<file path="config.mk">
export PLATFORM = sky130hd
export DESIGN_NAME = ebb_mean
export DESIGN_NICKNAME = d
export VERILOG_FILES = /design/src/rtl/core/ebb_pkg.sv /design/src/rtl/core/ebb_mean.sv
export SDC_FILE = /design/constraint.sdc
export NUM_CORES = 1
export LEC_CHECK = 0
export BUFFER_PORTS_ARGS = -buffer_cell sky130_fd_sc_hd__buf_2
export CORE_MARGIN = 3
export CORE_UTILIZATION = 35
export DETAILED_ROUTE_END_ITERATION = 10
export PLACE_DENSITY = 0.52
export SLEW_MARGIN = 20
export SYNTH_ARGS = -nofsm -noshare
export SYNTH_HDL_FRONTEND = slang
export SYNTH_SLANG_ARGS = --single-unit
export TNS_END_PERCENT = 10
</file>
<file path="constraint.sdc">
create_clock -name vclk -period 6.6
set_input_delay 0.33 -clock vclk [all_inputs]
set_output_delay 0.33 -clock vclk [all_outputs]
set_load 0.03 [all_outputs]
</file>
<file path="src/rtl/core/ebb_pkg.sv">
// ----------------------------------------------------------------------------
// ebb_pkg
// shared types and constants of the edge aware 3x3 box blur
// ----------------------------------------------------------------------------
package ebb_pkg;

    localparam int MAX_WIDTH_DEF  = 1024;
    localparam int CFG_DATA_W     = 16;
    localparam int FRAME_WIDTH_W  = 11;
    localparam int FRAME_HEIGHT_W = 16;
    localparam int ROW_W          = FRAME_HEIGHT_W + 1;
    localparam int CSUM_W         = 10;
    localparam int SUM_W          = 12;
    localparam int NCNT_W         = 4;
    localparam int RECIP_W        = 17;
    localparam int RECIP_SHIFT    = 16;

    localparam logic [FRAME_WIDTH_W-1:0]  FRAME_WIDTH_RST  = 11'd640;
    localparam logic [FRAME_HEIGHT_W-1:0] FRAME_HEIGHT_RST = 16'd480;

    localparam logic [RECIP_W-1:0] RECIP_ONE   = 17'd65536;
    localparam logic [RECIP_W-1:0] RECIP_THREE = 17'd21846;
    localparam logic [RECIP_W-1:0] RECIP_NINE  = 17'd7282;

    typedef enum logic [0:0] {
        CFG_FRAME_WIDTH  = 1'b0,
        CFG_FRAME_HEIGHT = 1'b1
    } t_cfg_reg;

    typedef enum logic [0:0] {
        FUNC_PIXEL = 1'b0,
        FUNC_FLUSH = 1'b1
    } t_func;

    typedef struct packed {
        t_func      func;
        logic [7:0] red;
        logic [7:0] green;
        logic [7:0] blue;
    } t_in_item;

    typedef struct packed {
        logic [7:0] blur_red;
        logic [7:0] blur_green;
        logic [7:0] blur_blue;
        logic       end_of_frame;
    } t_out_item;

    typedef struct packed {
        logic [7:0] red;
        logic [7:0] green;
        logic [7:0] blue;
    } t_pix;

    // row0 is the newest line, row2 the oldest
    typedef struct packed {
        t_pix row0;
        t_pix row1;
        t_pix row2;
    } t_pix_col;

    typedef struct packed {
        t_pix older;
        t_pix newer;
    } t_line_pair;

    // which neighbors of the result pixel lie inside the frame
    typedef struct packed {
        logic up;
        logic dn;
        logic lf;
        logic rt;
    } t_nbr;

    typedef struct packed {
        logic [CSUM_W-1:0] red;
        logic [CSUM_W-1:0] green;
        logic [CSUM_W-1:0] blue;
    } t_csum;

    typedef struct packed {
        logic [SUM_W-1:0] red;
        logic [SUM_W-1:0] green;
        logic [SUM_W-1:0] blue;
    } t_sum;

endpackage

</file>
<file path="src/rtl/core/ebb_mean.sv">
// ----------------------------------------------------------------------------
// ebb_mean
// rounded mean of one channel over 1, 2, 3, 4, 6 or 9 pixels by reciprocal
// ----------------------------------------------------------------------------
module ebb_mean (
    input  logic [ebb_pkg::SUM_W-1:0]  i_sum,
    input  logic [ebb_pkg::NCNT_W-1:0] i_n,
    output logic [7:0]                 o_mean
);

    localparam int SW = ebb_pkg::SUM_W;
    localparam int PW = ebb_pkg::SUM_W + ebb_pkg::RECIP_W;

    logic [SW-1:0]                y;
    logic [SW-1:0]                a;
    logic [ebb_pkg::RECIP_W-1:0]  m;
    logic [PW-1:0]                prod;

    // half of n added first, so the quotient rounds half up
    assign y = i_sum + SW'(i_n >> 1);

    always_comb begin
        a = y;
        m = ebb_pkg::RECIP_ONE;
        case (i_n)
            4'd2: begin
                a = y >> 1;
            end
            4'd3: begin
                m = ebb_pkg::RECIP_THREE;
            end
            4'd4: begin
                a = y >> 2;
            end
            4'd6: begin
                a = y >> 1;
                m = ebb_pkg::RECIP_THREE;
            end
            4'd9: begin
                m = ebb_pkg::RECIP_NINE;
            end
            default: begin
                a = y;
            end
        endcase
    end

    assign prod   = PW'(a) * PW'(m);
    assign o_mean = prod[ebb_pkg::RECIP_SHIFT +: 8];

endmodule

</file>
==> metrics, run 1 <==
status=finished, violations left; failing checks=setup timing; worst path required time=roughly 6.3 ns; Worst Tran Pin Value=~0.37 ns; design area=between 0.005 and 0.006 sq mm; VDD IR max=approximately 0.26 mV; endpoints failing setup=5; Hold Buf Count CTS=0; Hold WC Path Type=input port to output port; count of pins over their slew limit=0; Ys Warns=0; 1st-iter DRT viols=around 120; IO Pins=24; Avg Vias per Cell=about 4.7; Synth Net Count=~650; Seq/Total Area, Yosys=0%; Critical Path Start Type=input port; RD Place Congestion=0.917; wire length on met3=between 150 and 200 um; hpwl dp=approximately 9300 um; Seq Cell Count=0; Tot GR Track Use=approximately 17%; Top Layer Used=met4; Core ar.=0.0111 sq mm; DRC viols=0; die width=between 100 and 150 um; max_cap viols=0; largest net degree at the start of global routing=20; cell accounting for the most synthesized area=fa_1; pwr dens=~140 mW/mm^2; Fin Hold WS=about 1.6 ns; Worst Path Arrival=around 6.5 ns; Die Ht=114 um; via count=approximately 3500; Max FO, Critical Path=4; Synth Cell Area=slightly above 0.004 sq mm; worst hold path depth=7; post-synthesis cell type count=between 50 and 60; leakage power=3.00 nW; endpoint of the worst hold-timing path=o_mean[7]; FF/Latch Area=0 sq um; Critical-path top delay cell=fa_2; Placed Cells=roughly 740; fraction of final layout cells sized beyond drive strength 1=35.5%; Synth area leaders=fa_1, ha_1, inv_1; vias in the first global route=between 3000 and 4000; Die ar.=about 0.013 sq mm; Crit Path Category=input port to output port; Nets=around 770; first-pass GRT wire length=between 15000 and 20000 um; buffers and inverters on the worst path=8; final cell count without fillers=746; most used cell, CP=fa_1; router iterations before antenna repair=4; Slew headroom=75.3%; syn_area_per_cell=approximately 8.4 sq um; M1 wire length=roughly 4900 um; fmax=approximately 150 MHz; Worst setup EP type=output port; Mapped Cells=approximately 480; Congestion Overflow GR=0; metal2 WL=about 5300 um; Port Buffer Count=24; DP Area=a little over 0.005 sq mm; Initial Util=between 30% and 40%; Antenna Nets Post-Route=0; final hold vios=0; final-layout fill cell count=about 1100; RSZ-0062 raised after global routing=true; post-synth top area share=~34%; Rows=38; P&R area growth vs syn=36.4%; overall routed net length=approximately 10000 um; Clock buffer cells=0; Top delay family on crit path=adder cells; clock period minus worst slack=~6.8 ns; PnR worst setup slack=-0.185 ns; final period utilization=103%; hold_sp=i_sum[9]; antenna violations before repair=0; ANT cells=0; DR WL/cell=between 10 and 15 um; CP peak stage delay=a little under 0.6 ns
==> Yosys cell counts (2+ instances only) <==
| cell | number |
|---|---|
| inv_1 | 148 |
| ha_1 | 75 |
| fa_1 | 70 |
| nor2_1 | 45 |
| o22ai_1 | 15 |
| xnor2_1 | 14 |
| a21oi_1 | 13 |
| nand2_1 | 13 |
| nand3_1 | 8 |
| nand2b_1 | 7 |
| xor2_1 | 5 |
| a31oi_1 | 4 |
| clkbuf_1 | 4 |
| nor3_1 | 4 |
| o21ai_0 | 4 |
| or2_2 | 4 |
| a21o_1 | 3 |
| a21oi_2 | 3 |
| nand4_1 | 3 |
| a211oi_1 | 2 |
| and2_1 | 2 |
| buf_2 | 2 |
| nand3b_1 | 2 |
| nor2_2 | 2 |
| o211ai_1 | 2 |
| o21a_1 | 2 |
| or3_1 | 2 |
| or4_1 | 2 |
| xnor2_2 | 2 |
==> cells by family (layout without fill, tap and decap cells) <==
| family | count (synthesis) | in the layout | share of synthesized area [%] |
|---|---|---|---|
| compound gates | 60 | 60 | 10.3 |
| xor+xnor | 22 | 22 | 5.28 |
| fa+ha+maj | 145 | 145 | 57.4 |
| buf+inv | 155 | 277 | 14.5 |
| simple gates | 102 | 102 | 12.5 |
==> layout by cell type (no fill, tap or decap), types with 3 or more instances in the layout <==
master and count:
ha_1 66, a21oi_2 8, nor2_2 7, a31oi_1 4, buf_2 14, or2_4 3, ha_2 3, xnor2_1 7
inv_2 8, fa_2 5, nand2b_1 6, o22ai_1 9, buf_6 7, fa_1 65, xor2_2 4, nor2_1 39
nand3_1 7, buf_4 108, o22ai_2 6, nand2_1 12, xnor2_2 9, a21oi_1 6, inv_1 140, ha_4 6
nand4_1 3, o21ai_1 3
==> through the flow <==
| stage | power, mW | utilization (%) | setup TNS (ns) | worst slack (ns) |
|---|---|---|---|---|
| finish | 0.782 | 50.0 | -0.554 | -0.185 |
| global route | 0.882 | 50.0 | -2.42 | -0.424 |
| CTS | 0.765 | 48.8 | -0.559 | -0.193 |
| detailed placement | 0.692 | 46.4 | -2.80 | -0.521 |
| global placement | 0.685 | 46.4 | -2.56 | -0.471 |
| floorplan | 0.478 | - | -0.0298 | -0.0150 |
==> area by class of cell <==
cell class | count | area [sq um] | share of cell area (%)
Inverter | 148 | 556 | 9.99
Tap cell | 140 | 175 | 3.15
Multi-Input combinational cell | 329 | 3870 | 69.6
Timing Repair Buffer | 129 | 960 | 17.3
==> worst max path at each step <==
stage / from / end / slack [ns] / cells past startpoint
2_1_floorplan: i_sum[0] / o_mean[5] / -0.01 / 25
3_3_place_gp: i_n[3] / o_mean[7] / -0.47 / 27
3_5_place_dp: i_n[3] / o_mean[7] / -0.52 / 27
4_1_cts: i_n[1] / o_mean[7] / -0.19 / 27
5_1_grt: i_n[1] / o_mean[7] / -0.42 / 28
6_report: i_n[1] / o_mean[7] / -0.18 / 28
==> worst min-delay path: cells and delay by family <==
kind | cells | cell delay (ns)
AO/OA/AOI/OAI | 2 | 0.34
XOR/XNOR | 3 | 0.33
buffers and inverters | 2 | 0.24
==> what timing repair did <==
action	in CTS	in global routing
gates cloned	0	0
hold endpoints to repair	0	0
pin swaps	44	31
gates resized for setup	52	28
setup buffers	5	3
setup endpoints to repair	8	8
==> per-layer routing <==
metal | GRT usage (%) | up-vias
met2 | 31.0 | 35
met4 | 0.713 | 0
met5 | 0 | -
li1 | - | 1761
met3 | 0.106 | 4
met1 | 24.2 | 1701
==> report_power, final <==
group / switching (mW) / internal [mW]
clock: 0 / 0
sequential: 0 / 0
combinational: 0.427 / 0.355
total: 0.427 / 0.355
Power figures use the tool's default switching activity.
==> run 2, diff against run 1 <==
--- a/config.mk
+++ b/config.mk
@@ -6,11 +6,12 @@
 export NUM_CORES = 1
 export LEC_CHECK = 0
 export BUFFER_PORTS_ARGS = -buffer_cell sky130_fd_sc_hd__buf_2
+export CORE_ASPECT_RATIO = 0.6
 export CORE_MARGIN = 3
-export CORE_UTILIZATION = 35
+export CORE_UTILIZATION = 30
 export DETAILED_ROUTE_END_ITERATION = 10
-export PLACE_DENSITY = 0.52
-export SLEW_MARGIN = 20
+export PLACE_DENSITY = 0.46
+export SLEW_MARGIN = 15
 export SYNTH_ARGS = -nofsm -noshare
 export SYNTH_HDL_FRONTEND = slang
 export SYNTH_SLANG_ARGS = --single-unit
==> run 2 against run 1 <==
  * Sequential cell count unchanged
  * Critical path type unchanged
  * The run still ends with setup timing left
  * Final area is 4.5% higher
  * Critical endpoint unchanged
  * Combinational power grew 3%
==> metrics, run 2 (same netlist as run 1, synthesis figures left out) <==
status=finished, violations left; failing checks=setup timing; ANT cells=0; vias in the first global route=slightly below 4000; VDD IR max=0.238 mV; Fin Hold WS=1.68 ns; Core ar.=0.0131 sq mm; leakage power=3.09 nW; final-layout fill cell count=1286; hpwl dp=slightly above 10000 um; PnR worst setup slack=-0.170 ns; RD Place Congestion=around 0.89; Critical Path Start Type=input port; DRC viols=0; commonest non-fill, non-tap cell in the layout=inv_1; internal power=approximately 0.36 mW; Worst setup EP type=output port; endpoints failing setup=7; largest net degree at the start of global routing=20; via count=3585; setup_tns=-0.582 ns; switching part of the total=between 50% and 60%; Worst Tran Pin Value=0.411 ns; Congestion Overflow GR=0; Initial Util=31.2%; clock period minus worst slack=~6.8 ns; Die ar.=around 0.015 sq mm; worst path required time=approximately 6.3 ns; most frequent cells in the layout=inv_1, buf_4, fa_1, ha_1, nor2_1; Slew headroom=between 70% and 80%; DR WL/cell=~15 um; Tot GR Track Use=around 16%; 1st-iter DRT viols=156; Antenna Nets Post-Route=0; Reg power frac=0%; final period utilization=103%; Placed Cells=774; Combinational Power Share=100.0%; IO Pins=24; Clock buffer cells=0; FF/Latch Area=0 sq um; Port Buffer Count=24; Max FO, Critical Path=4; final cell count without fillers=790; Die Ht=96.3 um; Seq Cell Count=0; first-pass GRT wire length=about 20000 um; Crit Path Category=input port to output port; DP Area=about 0.0052 sq mm; overall routed net length=between 10000 and 15000 um; switching pwr=between 0.4 and 0.5 mW; max_cap viols=0; final hold vios=0; clock power share=0%; Rows=32; fmax=roughly 150 MHz; Hold Buf Count CTS=0; router iterations before antenna repair=4; RSZ-0062 raised after global routing=true; P&R area growth vs syn=42.5%; antenna violations before repair=0; fraction of final layout cells sized beyond drive strength 1=slightly below 40%; pwr dens=138 mW/mm^2; Hold WC Path Type=input port to output port; Layout Utilization=~45%; design area=roughly 0.0058 sq mm; die width=roughly 160 um; Nets=783; count of pins over their slew limit=0; Avg Vias per Cell=~4.5; Worst Path Arrival=between 6 and 7 ns
==> run 2: changes by cell type in the layout (fill, tap and decap cells not counted), sizes merged <==
| cell | delta |
|---|---|
| buf | +13 |
| clkbuf | +1 |
==> run 2: final cells by class <==
cell class | instances | area (sq um) | share of cell area [%]
Multi-Input combinational cell | 329 | 3970 | 68.3
Inverter | 148 | 556 | 9.56
Tap cell | 170 | 213 | 3.66
Timing Repair Buffer | 143 | 1070 | 18.5
==> run 2: power by group through the flow <==
| stage | Sequential [mW] | Combinational, mW | Clock [mW] |
|---|---|---|---|
| finish | 0 | 0.802 | 0 |
| global route | 0 | 0.907 | 0 |
| CTS | 0 | 0.769 | 0 |
| detailed placement | 0 | 0.700 | 0 |
| global placement | 0 | 0.696 | 0 |
| floorplan | 0 | 0.478 | 0 |
==> run 2: what timing repair did <==
action,in CTS,in global routing
resized for setup,61,39
pin swaps,57,34
setup buffers,11,6
endpoints found under the setup margin,8,8
==> run 2: worst max-delay path, stage by stage <==
cell and delay (ns):
buf_8 0.10, ha_4 0.16, fa_2 0.37, a21o_4 0.25, nand2b_4 0.09, xnor2_2 0.12, a31o_2 0.20, a21oi_4 0.07
or2_4 0.26, fa_2 0.57, inv_2 0.05, fa_1 0.50, inv_2 0.05, fa_1 0.50, inv_1 0.05, fa_1 0.47
inv_1 0.05, fa_1 0.51, inv_2 0.05, ha_4 0.23, a21o_1 0.19, and2_4 0.14, o21a_1 0.19, or4_4 0.43
o221ai_4 0.22, xnor2_2 0.15, buf_6 0.15
==> run 2: worst paths after layout <==
kind / startpoint / to / slack, ns / cells past startpoint
max: i_n[1] / o_mean[7] / -0.17 / 27
min: i_n[0] / o_mean[1] / 1.68 / 9
==> run 2: layer usage <==
| metal | GRT usage [%] | part of all wire (%) | up-vias |
|---|---|---|---|
| li1 | - | - | 1780 |
| met1 | 26.7 | 54 | 1738 |
| met2 | 24.2 | 38 | 65 |
| met3 | 1.75 | 7.4 | 2 |
| met4 | 0.291 | 0.12 | 0 |
| met5 | 0 | 0 | - |
==> run 2: metrics by stage <==
stage | worst slack (ns) | power, mW
floorplan | -0.0150 | 0.478
global placement | -0.615 | 0.696
detailed placement | -0.641 | 0.700
CTS | -0.212 | 0.769
global route | -0.409 | 0.907
finish | -0.170 | 0.802
