## src/rtl/core/ebb_pkg.sv

```systemverilog
// ----------------------------------------------------------------------------
// ebb_pkg
// shared types and constants of the edge aware 3x3 box blur
// ----------------------------------------------------------------------------
package ebb_pkg;

    localparam int MAX_WIDTH_DEF  = 1024;
    localparam int CFG_DATA_W     = 16;
    localparam int FRAME_WIDTH_W  = 11;
    localparam int FRAME_HEIGHT_W = 16;
    localparam int ROW_W          = FRAME_HEIGHT_W + 1;
    localparam int CSUM_W         = 10;
    localparam int SUM_W          = 12;
    localparam int NCNT_W         = 4;
    localparam int RECIP_W        = 17;
    localparam int RECIP_SHIFT    = 16;

    localparam logic [FRAME_WIDTH_W-1:0]  FRAME_WIDTH_RST  = 11'd640;
    localparam logic [FRAME_HEIGHT_W-1:0] FRAME_HEIGHT_RST = 16'd480;

    localparam logic [RECIP_W-1:0] RECIP_ONE   = 17'd65536;
    localparam logic [RECIP_W-1:0] RECIP_THREE = 17'd21846;
    localparam logic [RECIP_W-1:0] RECIP_NINE  = 17'd7282;

    typedef enum logic [0:0] {
        CFG_FRAME_WIDTH  = 1'b0,
        CFG_FRAME_HEIGHT = 1'b1
    } t_cfg_reg;

    typedef enum logic [0:0] {
        FUNC_PIXEL = 1'b0,
        FUNC_FLUSH = 1'b1
    } t_func;

    typedef struct packed {
        t_func      func;
        logic [7:0] red;
        logic [7:0] green;
        logic [7:0] blue;
    } t_in_item;

    typedef struct packed {
        logic [7:0] blur_red;
        logic [7:0] blur_green;
        logic [7:0] blur_blue;
        logic       end_of_frame;
    } t_out_item;

    typedef struct packed {
        logic [7:0] red;
        logic [7:0] green;
        logic [7:0] blue;
    } t_pix;

    // row0 is the newest line, row2 the oldest
    typedef struct packed {
        t_pix row0;
        t_pix row1;
        t_pix row2;
    } t_pix_col;

    typedef struct packed {
        t_pix older;
        t_pix newer;
    } t_line_pair;

    // which neighbors of the result pixel lie inside the frame
    typedef struct packed {
        logic up;
        logic dn;
        logic lf;
        logic rt;
    } t_nbr;

    typedef struct packed {
        logic [CSUM_W-1:0] red;
        logic [CSUM_W-1:0] green;
        logic [CSUM_W-1:0] blue;
    } t_csum;

    typedef struct packed {
        logic [SUM_W-1:0] red;
        logic [SUM_W-1:0] green;
        logic [SUM_W-1:0] blue;
    } t_sum;

endpackage

```

## src/rtl/core/ebb_win_cell.sv

```systemverilog
// ----------------------------------------------------------------------------
// ebb_win_cell
// one window column: holds three pixels, hands them on, gives masked column sums
// ----------------------------------------------------------------------------
module ebb_win_cell (
    input  logic              i_clk,
    input  logic              i_shift,
    input  ebb_pkg::t_pix_col i_col,
    input  logic              i_use,
    input  ebb_pkg::t_nbr     i_nbr,
    output ebb_pkg::t_pix_col o_col,
    output ebb_pkg::t_csum    o_sum
);

    localparam int CW = ebb_pkg::CSUM_W;

    ebb_pkg::t_pix_col r_col;

    always_ff @(posedge i_clk) begin
        if (i_shift) begin
            r_col <= i_col;
        end
    end

    always_comb begin
        o_sum = '0;
        if (i_use) begin
            o_sum.red   = CW'(r_col.row1.red)
                        + (i_nbr.dn ? CW'(r_col.row0.red) : '0)
                        + (i_nbr.up ? CW'(r_col.row2.red) : '0);
            o_sum.green = CW'(r_col.row1.green)
                        + (i_nbr.dn ? CW'(r_col.row0.green) : '0)
                        + (i_nbr.up ? CW'(r_col.row2.green) : '0);
            o_sum.blue  = CW'(r_col.row1.blue)
                        + (i_nbr.dn ? CW'(r_col.row0.blue) : '0)
                        + (i_nbr.up ? CW'(r_col.row2.blue) : '0);
        end
    end

    assign o_col = r_col;

endmodule

```

## config.mk

```make
export PLATFORM = sky130hd
export DESIGN_NAME = ebb_win_cell
export DESIGN_NICKNAME = d
export VERILOG_FILES = /design/src/rtl/core/ebb_pkg.sv /design/src/rtl/core/ebb_win_cell.sv
export SDC_FILE = /design/constraint.sdc
export NUM_CORES = 1
export LEC_CHECK = 0
export BUFFER_PORTS_ARGS = -buffer_cell sky130_fd_sc_hd__buf_4
export CAP_MARGIN = 20
export CORE_UTILIZATION = 40
export CTS_CLUSTER_SIZE = 16
export DETAILED_ROUTE_END_ITERATION = 7
export GPL_ROUTABILITY_DRIVEN = 0
export MAX_ROUTING_LAYER = met4
export PLACE_DENSITY = 0.69
export REMOVE_ABC_BUFFERS = 1
export SETUP_SLACK_MARGIN = 0.15
export SKIP_CTS_REPAIR_TIMING = 1
export SYNTH_ARGS = -nofsm -noshare
export SYNTH_HDL_FRONTEND = slang
export SYNTH_SLANG_ARGS = --single-unit
```

## constraint.sdc

```tcl
create_clock -name i_clk -period 6.5 [get_ports i_clk]
set_input_delay 0.65 -clock i_clk [delete_from_list [all_inputs] [get_ports i_clk]]
set_output_delay 0.65 -clock i_clk [all_outputs]
set_load 0.05 [all_outputs]
```

==> results of run 1 <==
## Yosys cell counts, types with 2 or more instances
cell type                  number  area, sq um
sky130_fd_sc_hd__edfxtp_1      72         2162
sky130_fd_sc_hd__and2_1        47        294.0
sky130_fd_sc_hd__fa_1          27        540.5
sky130_fd_sc_hd__ha_1          21        262.8
sky130_fd_sc_hd__nand2_1       20        75.07
sky130_fd_sc_hd__inv_1         18        67.56
sky130_fd_sc_hd__a21oi_1       12        60.06
sky130_fd_sc_hd__nor2_1        12        45.04
sky130_fd_sc_hd__nor3_1         9        45.04
sky130_fd_sc_hd__o21ai_0        7        35.03
sky130_fd_sc_hd__a211oi_1       6        45.04
sky130_fd_sc_hd__clkbuf_1       6        22.52
sky130_fd_sc_hd__a21o_1         5        37.54
sky130_fd_sc_hd__nand2b_1       4        25.02
sky130_fd_sc_hd__nand3_1        4        20.02
sky130_fd_sc_hd__o21bai_1       4        30.03
sky130_fd_sc_hd__o311ai_0       4        35.03
sky130_fd_sc_hd__and3_1         3        18.77
sky130_fd_sc_hd__nor2b_1        3        18.77
sky130_fd_sc_hd__o31a_1         3        26.28
sky130_fd_sc_hd__mux2i_1        2        20.02
sky130_fd_sc_hd__nand3b_1       2        15.01
sky130_fd_sc_hd__nand4b_1       2        17.52
sky130_fd_sc_hd__nor4_1         2        12.51
sky130_fd_sc_hd__o21a_1         2        15.01
sky130_fd_sc_hd__or4_1          2        15.01
sky130_fd_sc_hd__xor2_1         2        17.52
## worst min-delay path by stage
stage / slack, ns / endpoint / cells past startpoint
floorplan: 0.75 / o_col[0] / 0
global route: 0.44 / o_col[30] / 1
CTS: 0.46 / o_col[30] / 1
detailed placement: 0.83 / o_col[48] / 1
finish: 0.48 / o_col[30] / 1
global placement: 0.83 / o_col[52] / 1
## cells by family after synthesis
| logic type | count (synthesis) |
|---|---|
| adders and majority gates | 48 |
| and+or+nand+nor | 112 |
| muxes | 2 |
| buffers and inverters | 25 |
| DFF | 72 |
| AOI/OAI and AO/OA | 52 |
| xor gates and xnor gates | 3 |
## per-stage QoR
step	power [mW]	util [%]	hold slack (ns)	cells	worst slack, ns
floorplan	1.076	-	0.7489	307	1.680
global placement	1.290	56.43	0.8278	618	2.556
detailed placement	1.300	56.43	0.8292	618	2.487
CTS	1.644	58.32	0.4561	634	2.464
global route	1.721	58.32	0.4449	634	2.275
finish	1.629	58.32	0.4777	634	2.469
## cell usage in the layout, fill, tap and decap left out, types with 3 or more instances in the layout
master                     count
sky130_fd_sc_hd__a211oi_1      6
sky130_fd_sc_hd__a21o_1        5
sky130_fd_sc_hd__a21oi_1      12
sky130_fd_sc_hd__and2_1       47
sky130_fd_sc_hd__and3_1        3
sky130_fd_sc_hd__buf_4       178
sky130_fd_sc_hd__clkbuf_8      9
sky130_fd_sc_hd__edfxtp_1     72
sky130_fd_sc_hd__fa_1         27
sky130_fd_sc_hd__ha_1         21
sky130_fd_sc_hd__inv_1        18
sky130_fd_sc_hd__nand2_1      20
sky130_fd_sc_hd__nand2b_1      4
sky130_fd_sc_hd__nand3_1       4
sky130_fd_sc_hd__nor2_1       12
sky130_fd_sc_hd__nor2b_1       3
sky130_fd_sc_hd__nor3_1        9
sky130_fd_sc_hd__o21ai_0       7
sky130_fd_sc_hd__o21bai_1      4
sky130_fd_sc_hd__o311ai_0      4
sky130_fd_sc_hd__o31a_1        3
## power by group
group	switching [mW]	leakage (nW)	internal (mW)
logic	0.471	1.76	0.244
clock network	0.165	0.0901	0.173
registers	0.0212	0.705	0.553
## cell type report
cell class                      count  area (sq um)  area share (%)
Tap cell                          133         166.4           2.893
Timing Repair Buffer              178          1336           23.23
Inverter                           18         67.56           1.174
Multi-Input combinational cell    217          1834           31.88
Clock buffer                        9         123.9           2.153
Sequential cell                    72          2162           37.58
Clock inverter                      7         62.56           1.087
## per-layer routing
| metal | share of wire (%) | vias up | global-route usage [%] |
|---|---|---|---|
| met2 | 47 | 151 | 31.33 |
| met3 | 9.5 | 9 | 6.034 |
| met1 | 42 | 1444 | 22.68 |
| li1 | - | 1502 | - |
| met5 | 0 | - | - |
| met4 | 0.88 | 0 | 5.850 |
==> metrics.txt, run 1 <==
# TYPE chip_impl_metric gauge
chip_impl_info{name="tritoncts",value="done"} 1
chip_impl_metric{name="synth-edff-count",unit=""} 72
chip_impl_metric{name="coreArea",unit="sq um"} 9864
chip_impl_info{name="worst_setup_path_startpoint",value="i_nbr[2]"} 1
chip_impl_metric{name="cp.depth",unit=""} 12
chip_impl_metric{name="mux_cell_area_share_after_synthesis",unit="%"} 0.4893
chip_impl_metric{name="setup_total_negative_slack",unit="ns"} 0
chip_impl_metric{name="dpl-instance-area",unit="sq um"} 5567
chip_impl_info{name="timing.critical_path.cells",value="buf_4, nand2_1, fa_1, inv_1, ha_1, inv_1, fa_1, nand2b_1, a21oi_1, nor2_1, o311ai_0, buf_4"} 1
chip_impl_metric{name="cts.sink_count",unit=""} 72
chip_impl_info{name="status",value="complete, no violations"} 1
chip_impl_metric{name="synth_adder_area_share",unit="%"} 19.63
chip_impl_metric{name="vias_in_the_first_global_route",unit=""} 3105
chip_impl_metric{name="cp_max_fo",unit=""} 24
chip_impl_metric{name="fin_crit",unit="ns"} 4.031
chip_impl_metric{name="timing_max_transition_violations_final",unit=""} 0
chip_impl_metric{name="die_x",unit="um"} 103.1
chip_impl_metric{name="peak_ir_drop_on_the_vdd_network",unit="uV"} 193.9
chip_impl_metric{name="synth_seq_cells",unit=""} 72
chip_impl_metric{name="synth-compound-area-share",unit="%"} 8.807
chip_impl_metric{name="drt-initial-drc-count",unit=""} 80
chip_impl_metric{name="antenna_found_initial",unit=""} 0
chip_impl_info{name="hold_wc_startpoint",value="i_col[30]"} 1
chip_impl_metric{name="synthesized_area_fraction_occupied_by_and_or_nand_nor_cells",unit="%"} 15.26
chip_impl_info{name="startpoint_type",value="primary input"} 1
chip_impl_metric{name="first_pass_grt_wire_length",unit="mm"} 14.49
chip_impl_metric{name="num-fill-cells",unit=""} 797
chip_impl_metric{name="grt_start_max_net_pins",unit=""} 73
chip_impl_metric{name="power_per_cell_area",unit="nW/um^2"} 283.1
chip_impl_metric{name="netlist_area",unit="sq um"} 4091
chip_impl_metric{name="routedWlPerCell",unit="um"} 15.14
chip_impl_metric{name="ys_async_sr_fraction",unit="%"} 0
chip_impl_metric{name="cpPeakStageDelay",unit="ns"} 0.46
chip_impl_metric{name="cell_count_after_synthesis",unit=""} 314
chip_impl_metric{name="starting_density_of_the_core",unit="%"} 41.48
chip_impl_metric{name="layout-drive-gt1-share",unit="%"} 38.92
chip_impl_info{name="critical_path_start_end_classification",value="primary input to output pin"} 1
chip_impl_metric{name="grt_use_total",unit="%"} 19.18
chip_impl_metric{name="fin_nets",unit=""} 623
chip_impl_metric{name="synthesis.yosys.warnings",unit=""} 0
chip_impl_metric{name="num_rows",unit=""} 36
chip_impl_info{name="cp_top_family",value="adder cells"} 1
chip_impl_metric{name="timing.max_cap.violations",unit=""} 0
chip_impl_metric{name="largest_register_ff_count",unit=""} 72
chip_impl_metric{name="floorplan.io_pins",unit=""} 181
chip_impl_metric{name="drt_drc_violations_left",unit=""} 0
chip_impl_metric{name="layout-area-overhead-vs-synth",unit="%"} 40.61
chip_impl_metric{name="floorplan.die_area",unit="sq um"} 10640
chip_impl_info{name="setup_repair_after_global_routing_missed_its_margin",value="false"} 1
chip_impl_metric{name="clock_pin_slew_on_the_worst_setup_and_hold_paths",unit="ns"} 0.08
chip_impl_metric{name="synth.lib_cells_used.distinct",unit=""} 40
chip_impl_metric{name="route.antenna.remaining_nets",unit=""} 0
chip_impl_metric{name="setup-violations-final",unit=""} 0
chip_impl_metric{name="drtPass1Iterations",unit=""} 6
chip_impl_metric{name="via_count_of_the_routed_design",unit=""} 3106
chip_impl_metric{name="max_frequency",unit="MHz"} 248.0
chip_impl_info{name="worst_setup_path_endpoint",value="o_sum[7]"} 1
chip_impl_metric{name="cts_buffers",unit=""} 9
chip_impl_info{name="timing.critical_path.slowest_stage_cell",value="sky130_fd_sc_hd__fa_1"} 1
chip_impl_info{name="dominantRegCellSynth",value="sky130_fd_sc_hd__edfxtp_1"} 1
chip_impl_metric{name="port_buffers",unit=""} 178
chip_impl_metric{name="cp_data_arrival_time",unit="ns"} 3.38
chip_impl_metric{name="syn-mean-instance-area",unit="sq um"} 13.03
chip_impl_metric{name="period_share",unit="%"} 62.02
chip_impl_metric{name="clock_tree.buffer_depth",unit=""} 2
chip_impl_metric{name="critical_path_buf_inv_count",unit=""} 4
chip_impl_metric{name="postRouteWirelength",unit="mm"} 9.597
chip_impl_metric{name="drt-vias-per-instance",unit=""} 4.899
chip_impl_metric{name="htree_depth",unit=""} 3
chip_impl_info{name="cts_root_buffer",value="sky130_fd_sc_hd__clkbuf_8"} 1
chip_impl_metric{name="stdcell_area",unit="sq um"} 5753
chip_impl_metric{name="max_slew_margin",unit="%"} 40.44
chip_impl_metric{name="post-dp-hpwl",unit="mm"} 7.092
chip_impl_info{name="timing.hold.worst.class",value="primary input to flip-flop"} 1
chip_impl_metric{name="timing_worst_slew_pin_value",unit="ns"} 0.8934
chip_impl_metric{name="sequential_fraction_of_the_synthesis_area",unit="%"} 52.84
chip_impl_metric{name="crit_path_required_time",unit="ns"} 5.85
chip_impl_metric{name="grt.overflow.total",unit=""} 0
chip_impl_metric{name="die_height",unit="um"} 103.1
chip_impl_metric{name="total_leakage_power",unit="nW"} 2.551
chip_impl_info{name="main_combinational_cell_family_by_area_after_synthesis",value="adder cells"} 1
chip_impl_metric{name="finalHoldViolCount",unit=""} 0
chip_impl_metric{name="synth_xor_area_share",unit="%"} 0.6422
chip_impl_metric{name="diodes",unit=""} 0
chip_impl_info{name="worst_setup_path_end_kind",value="output pin"} 1
(Power assumes the default switching activity.)
==> inputs of run 2 (changes only) <==
--- a/config.mk
+++ b/config.mk
@@ -12,7 +12,7 @@
 export DETAILED_ROUTE_END_ITERATION = 7
 export GPL_ROUTABILITY_DRIVEN = 0
 export MAX_ROUTING_LAYER = met4
-export PLACE_DENSITY = 0.69
+export PLACE_DENSITY = 0.72
 export REMOVE_ABC_BUFFERS = 1
 export SETUP_SLACK_MARGIN = 0.15
 export SKIP_CTS_REPAIR_TIMING = 1
==> constraint.sdc (replaced) <==
create_clock -name i_clk -period 3.36 [get_ports i_clk]
set_input_delay 0.336 -clock i_clk [delete_from_list [all_inputs] [get_ports i_clk]]
set_output_delay 0.336 -clock i_clk [all_outputs]
set_load 0.05 [all_outputs]
==> run 2 against run 1 <==
Via count is 4.8% higher. Sequential share of layout area is 2.4 points lower. Critical path type is now flip-flop to output pin. Total power is 110% higher. Clock-buffer cell count stayed put. Critical path depth is 3 lower. Global-route usage is 0.59 points lower. First-iteration DRC count is 6.3% higher. Sequential cell count stayed put. Combinational power is 120% higher.
==> metrics.txt, run 2 (synthesized netlist as in run 1, its figures left out) <==
# TYPE chip_impl_metric gauge
chip_impl_metric{name="power_per_cell_area",unit="nW/um^2"} 565.1
chip_impl_metric{name="postRouteWirelength",unit="mm"} 10.03
chip_impl_metric{name="layout-drive-gt1-share",unit="%"} 49.03
chip_impl_info{name="hold_path_endpoint",value="o_col[39]"} 1
chip_impl_metric{name="clock_pin_slew_on_the_worst_setup_and_hold_paths",unit="ns"} 0.08
chip_impl_info{name="tritoncts",value="done"} 1
chip_impl_metric{name="final_total_power",unit="mW"} 3.476
chip_impl_metric{name="clock_tree.buffer_depth",unit=""} 2
chip_impl_metric{name="seq_area",unit="sq um"} 2162
chip_impl_metric{name="num_rows",unit=""} 36
chip_impl_info{name="setup_repair_after_global_routing_missed_its_margin",value="true"} 1
chip_impl_metric{name="timing_worst_slew_pin_value",unit="ns"} 0.8927
chip_impl_metric{name="grt.overflow.total",unit=""} 0
chip_impl_metric{name="post-place-cells",unit=""} 622
chip_impl_metric{name="port_buffers",unit=""} 178
chip_impl_metric{name="dpl-instance-area",unit="sq um"} 5597
chip_impl_info{name="cts_root_buffer",value="sky130_fd_sc_hd__clkbuf_8"} 1
chip_impl_metric{name="antenna_found_initial",unit=""} 0
chip_impl_metric{name="finalHoldViolCount",unit=""} 0
chip_impl_info{name="hold_wc_startpoint",value="i_col[39]"} 1
chip_impl_metric{name="setup-violations-final",unit=""} 0
chip_impl_metric{name="coreArea",unit="sq um"} 9864
chip_impl_metric{name="area_occupied_by_multi_input_gates",unit="sq um"} 2053
chip_impl_metric{name="drt-initial-drc-count",unit=""} 85
chip_impl_metric{name="timing.max_cap.violations",unit=""} 0
chip_impl_metric{name="vias_in_the_first_global_route",unit=""} 3172
chip_impl_metric{name="worst_hold_slack",unit="ns"} 0.1644
chip_impl_metric{name="whs_path_depth",unit=""} 1
chip_impl_metric{name="starting_density_of_the_core",unit="%"} 41.48
chip_impl_info{name="startpoint_type",value="flip-flop"} 1
chip_impl_metric{name="max_slew_margin",unit="%"} 40.49
chip_impl_metric{name="first_pass_grt_wire_length",unit="mm"} 14.34
chip_impl_info{name="timing.hold.worst.class",value="primary input to flip-flop"} 1
chip_impl_metric{name="cp_max_fo",unit=""} 4
chip_impl_metric{name="period_share",unit="%"} 95.14
chip_impl_metric{name="timing_max_transition_violations_final",unit=""} 0
chip_impl_metric{name="stdcell_area",unit="sq um"} 6151
chip_impl_metric{name="max_frequency",unit="MHz"} 312.8
chip_impl_metric{name="grt_start_max_net_pins",unit=""} 73
chip_impl_info{name="critical_path_start_end_classification",value="flip-flop to output pin"} 1
chip_impl_info{name="status",value="complete, no violations"} 1
chip_impl_metric{name="cts.sink_count",unit=""} 72
chip_impl_info{name="worst_setup_path_end_kind",value="output pin"} 1
chip_impl_metric{name="route.antenna.remaining_nets",unit=""} 0
chip_impl_metric{name="htree_depth",unit=""} 3
chip_impl_metric{name="layout.cells.non_filler",unit=""} 647
chip_impl_metric{name="layout-area-overhead-vs-synth",unit="%"} 50.34
chip_impl_info{name="final_common_cell",value="sky130_fd_sc_hd__buf_4"} 1
chip_impl_metric{name="peak_ir_drop_on_the_vdd_network",unit="uV"} 376.8
chip_impl_metric{name="die_x",unit="um"} 103.1
chip_impl_metric{name="routedWlPerCell",unit="um"} 15.50
chip_impl_metric{name="drt_drc_violations_left",unit=""} 0
chip_impl_metric{name="grt_use_total",unit="%"} 18.59
chip_impl_metric{name="crit_path_required_time",unit="ns"} 3.02
chip_impl_metric{name="num-fill-cells",unit=""} 763
chip_impl_metric{name="fin_crit",unit="ns"} 3.197
chip_impl_metric{name="fin_nets",unit=""} 636
chip_impl_metric{name="setup_total_negative_slack",unit="ns"} 0
chip_impl_metric{name="floorplan.die_area",unit="sq um"} 10640
chip_impl_metric{name="floorplan.io_pins",unit=""} 181
chip_impl_metric{name="drtPass1Iterations",unit=""} 4
chip_impl_metric{name="largest_register_ff_count",unit=""} 72
chip_impl_metric{name="total_leakage_power",unit="nW"} 2.680
chip_impl_metric{name="via_count_of_the_routed_design",unit=""} 3255
chip_impl_metric{name="cts_buffers",unit=""} 9
chip_impl_metric{name="diodes",unit=""} 0
chip_impl_metric{name="cp_data_arrival_time",unit="ns"} 2.86
chip_impl_info{name="final_cell_mix",value="sky130_fd_sc_hd__buf_4 (184), sky130_fd_sc_hd__edfxtp_1 (72), sky130_fd_sc_hd__and2_1 (47)"} 1
chip_impl_metric{name="drt-vias-per-instance",unit=""} 5.031
chip_impl_metric{name="die_height",unit="um"} 103.1
chip_impl_metric{name="post-dp-hpwl",unit="mm"} 7.291
-- run 2: cell count changes in the layout (fill, tap and decap cells not counted), moves of 3 or more --
cell and change:
sky130_fd_sc_hd__buf_4 +6, sky130_fd_sc_hd__fa_2 +6, sky130_fd_sc_hd__ha_2 +3, sky130_fd_sc_hd__inv_1 -7, sky130_fd_sc_hd__a21oi_1 -4, sky130_fd_sc_hd__a21oi_2 +4, sky130_fd_sc_hd__buf_6 +5, sky130_fd_sc_hd__fa_1 -6
sky130_fd_sc_hd__ha_4 +6, sky130_fd_sc_hd__inv_2 +7, sky130_fd_sc_hd__ha_1 -9
-- run 2: how the worst max path moves through the flow --
stage,from,endpoint,slack (ns),depth (start not counted)
detailed placement,i_nbr[2],o_sum[7],0.11,13
finish,o_col[51],o_sum[7],0.16,9
floorplan,o_col[25],o_sum[7],-1.15,10
CTS,o_col[48],o_sum[7],-0.08,11
global placement,i_nbr[2],o_sum[17],0.17,12
global route,o_col[51],o_sum[7],0.05,9
-- run 2: power by group --
group | switching, mW | total, mW | leakage (nW) | internal [mW]
logic | 0.987 | 1.56 | 1.86 | 0.572
registers | 0.0420 | 1.11 | 0.705 | 1.07
clock network | 0.318 | 0.804 | 0.114 | 0.487
total | 1.35 | 3.48 | 2.68 | 2.13
-- run 2: layout make-up --
class                      count  share of cell area [%]
clock buffer                   9                   2.014
clock inverter                 7                   1.790
inverter                      18                   1.098
multi-input combinational    217                   33.38
sequential                    72                   35.15
tap                          133                   2.705
timing repair buffer         191                   23.86
-- run 2: metal layers --
layer  vias up  track usage (%)  wire (um)
met1      1561            20.36       3980
li1       1522                -          -
met4         0            7.042        139
met3        18            5.898        894
met5         -                -          0
met2       154            31.59       5014
-- run 2: worst max-delay path: stages (launching register included) --
cell and delay [ns]:
sky130_fd_sc_hd__edfxtp_1 0.40, sky130_fd_sc_hd__and2_1 0.19, sky130_fd_sc_hd__fa_1 0.45, sky130_fd_sc_hd__ha_1 0.41, sky130_fd_sc_hd__nand2b_4 0.12, sky130_fd_sc_hd__a21oi_2 0.06, sky130_fd_sc_hd__buf_4 0.14, sky130_fd_sc_hd__or4_4 0.43
sky130_fd_sc_hd__o311ai_4 0.10, sky130_fd_sc_hd__buf_6 0.20
-- run 2: per-stage QoR --
step / setup slack (ns) / utilization (%)
2_1_floorplan: -1.146 / -
3_3_place_gp: 0.1705 / 56.74
3_5_place_dp: 0.1074 / 56.74
4_1_cts: -0.08173 / 59.11
5_1_grt: 0.04947 / 62.35
6_report: 0.1633 / 62.35
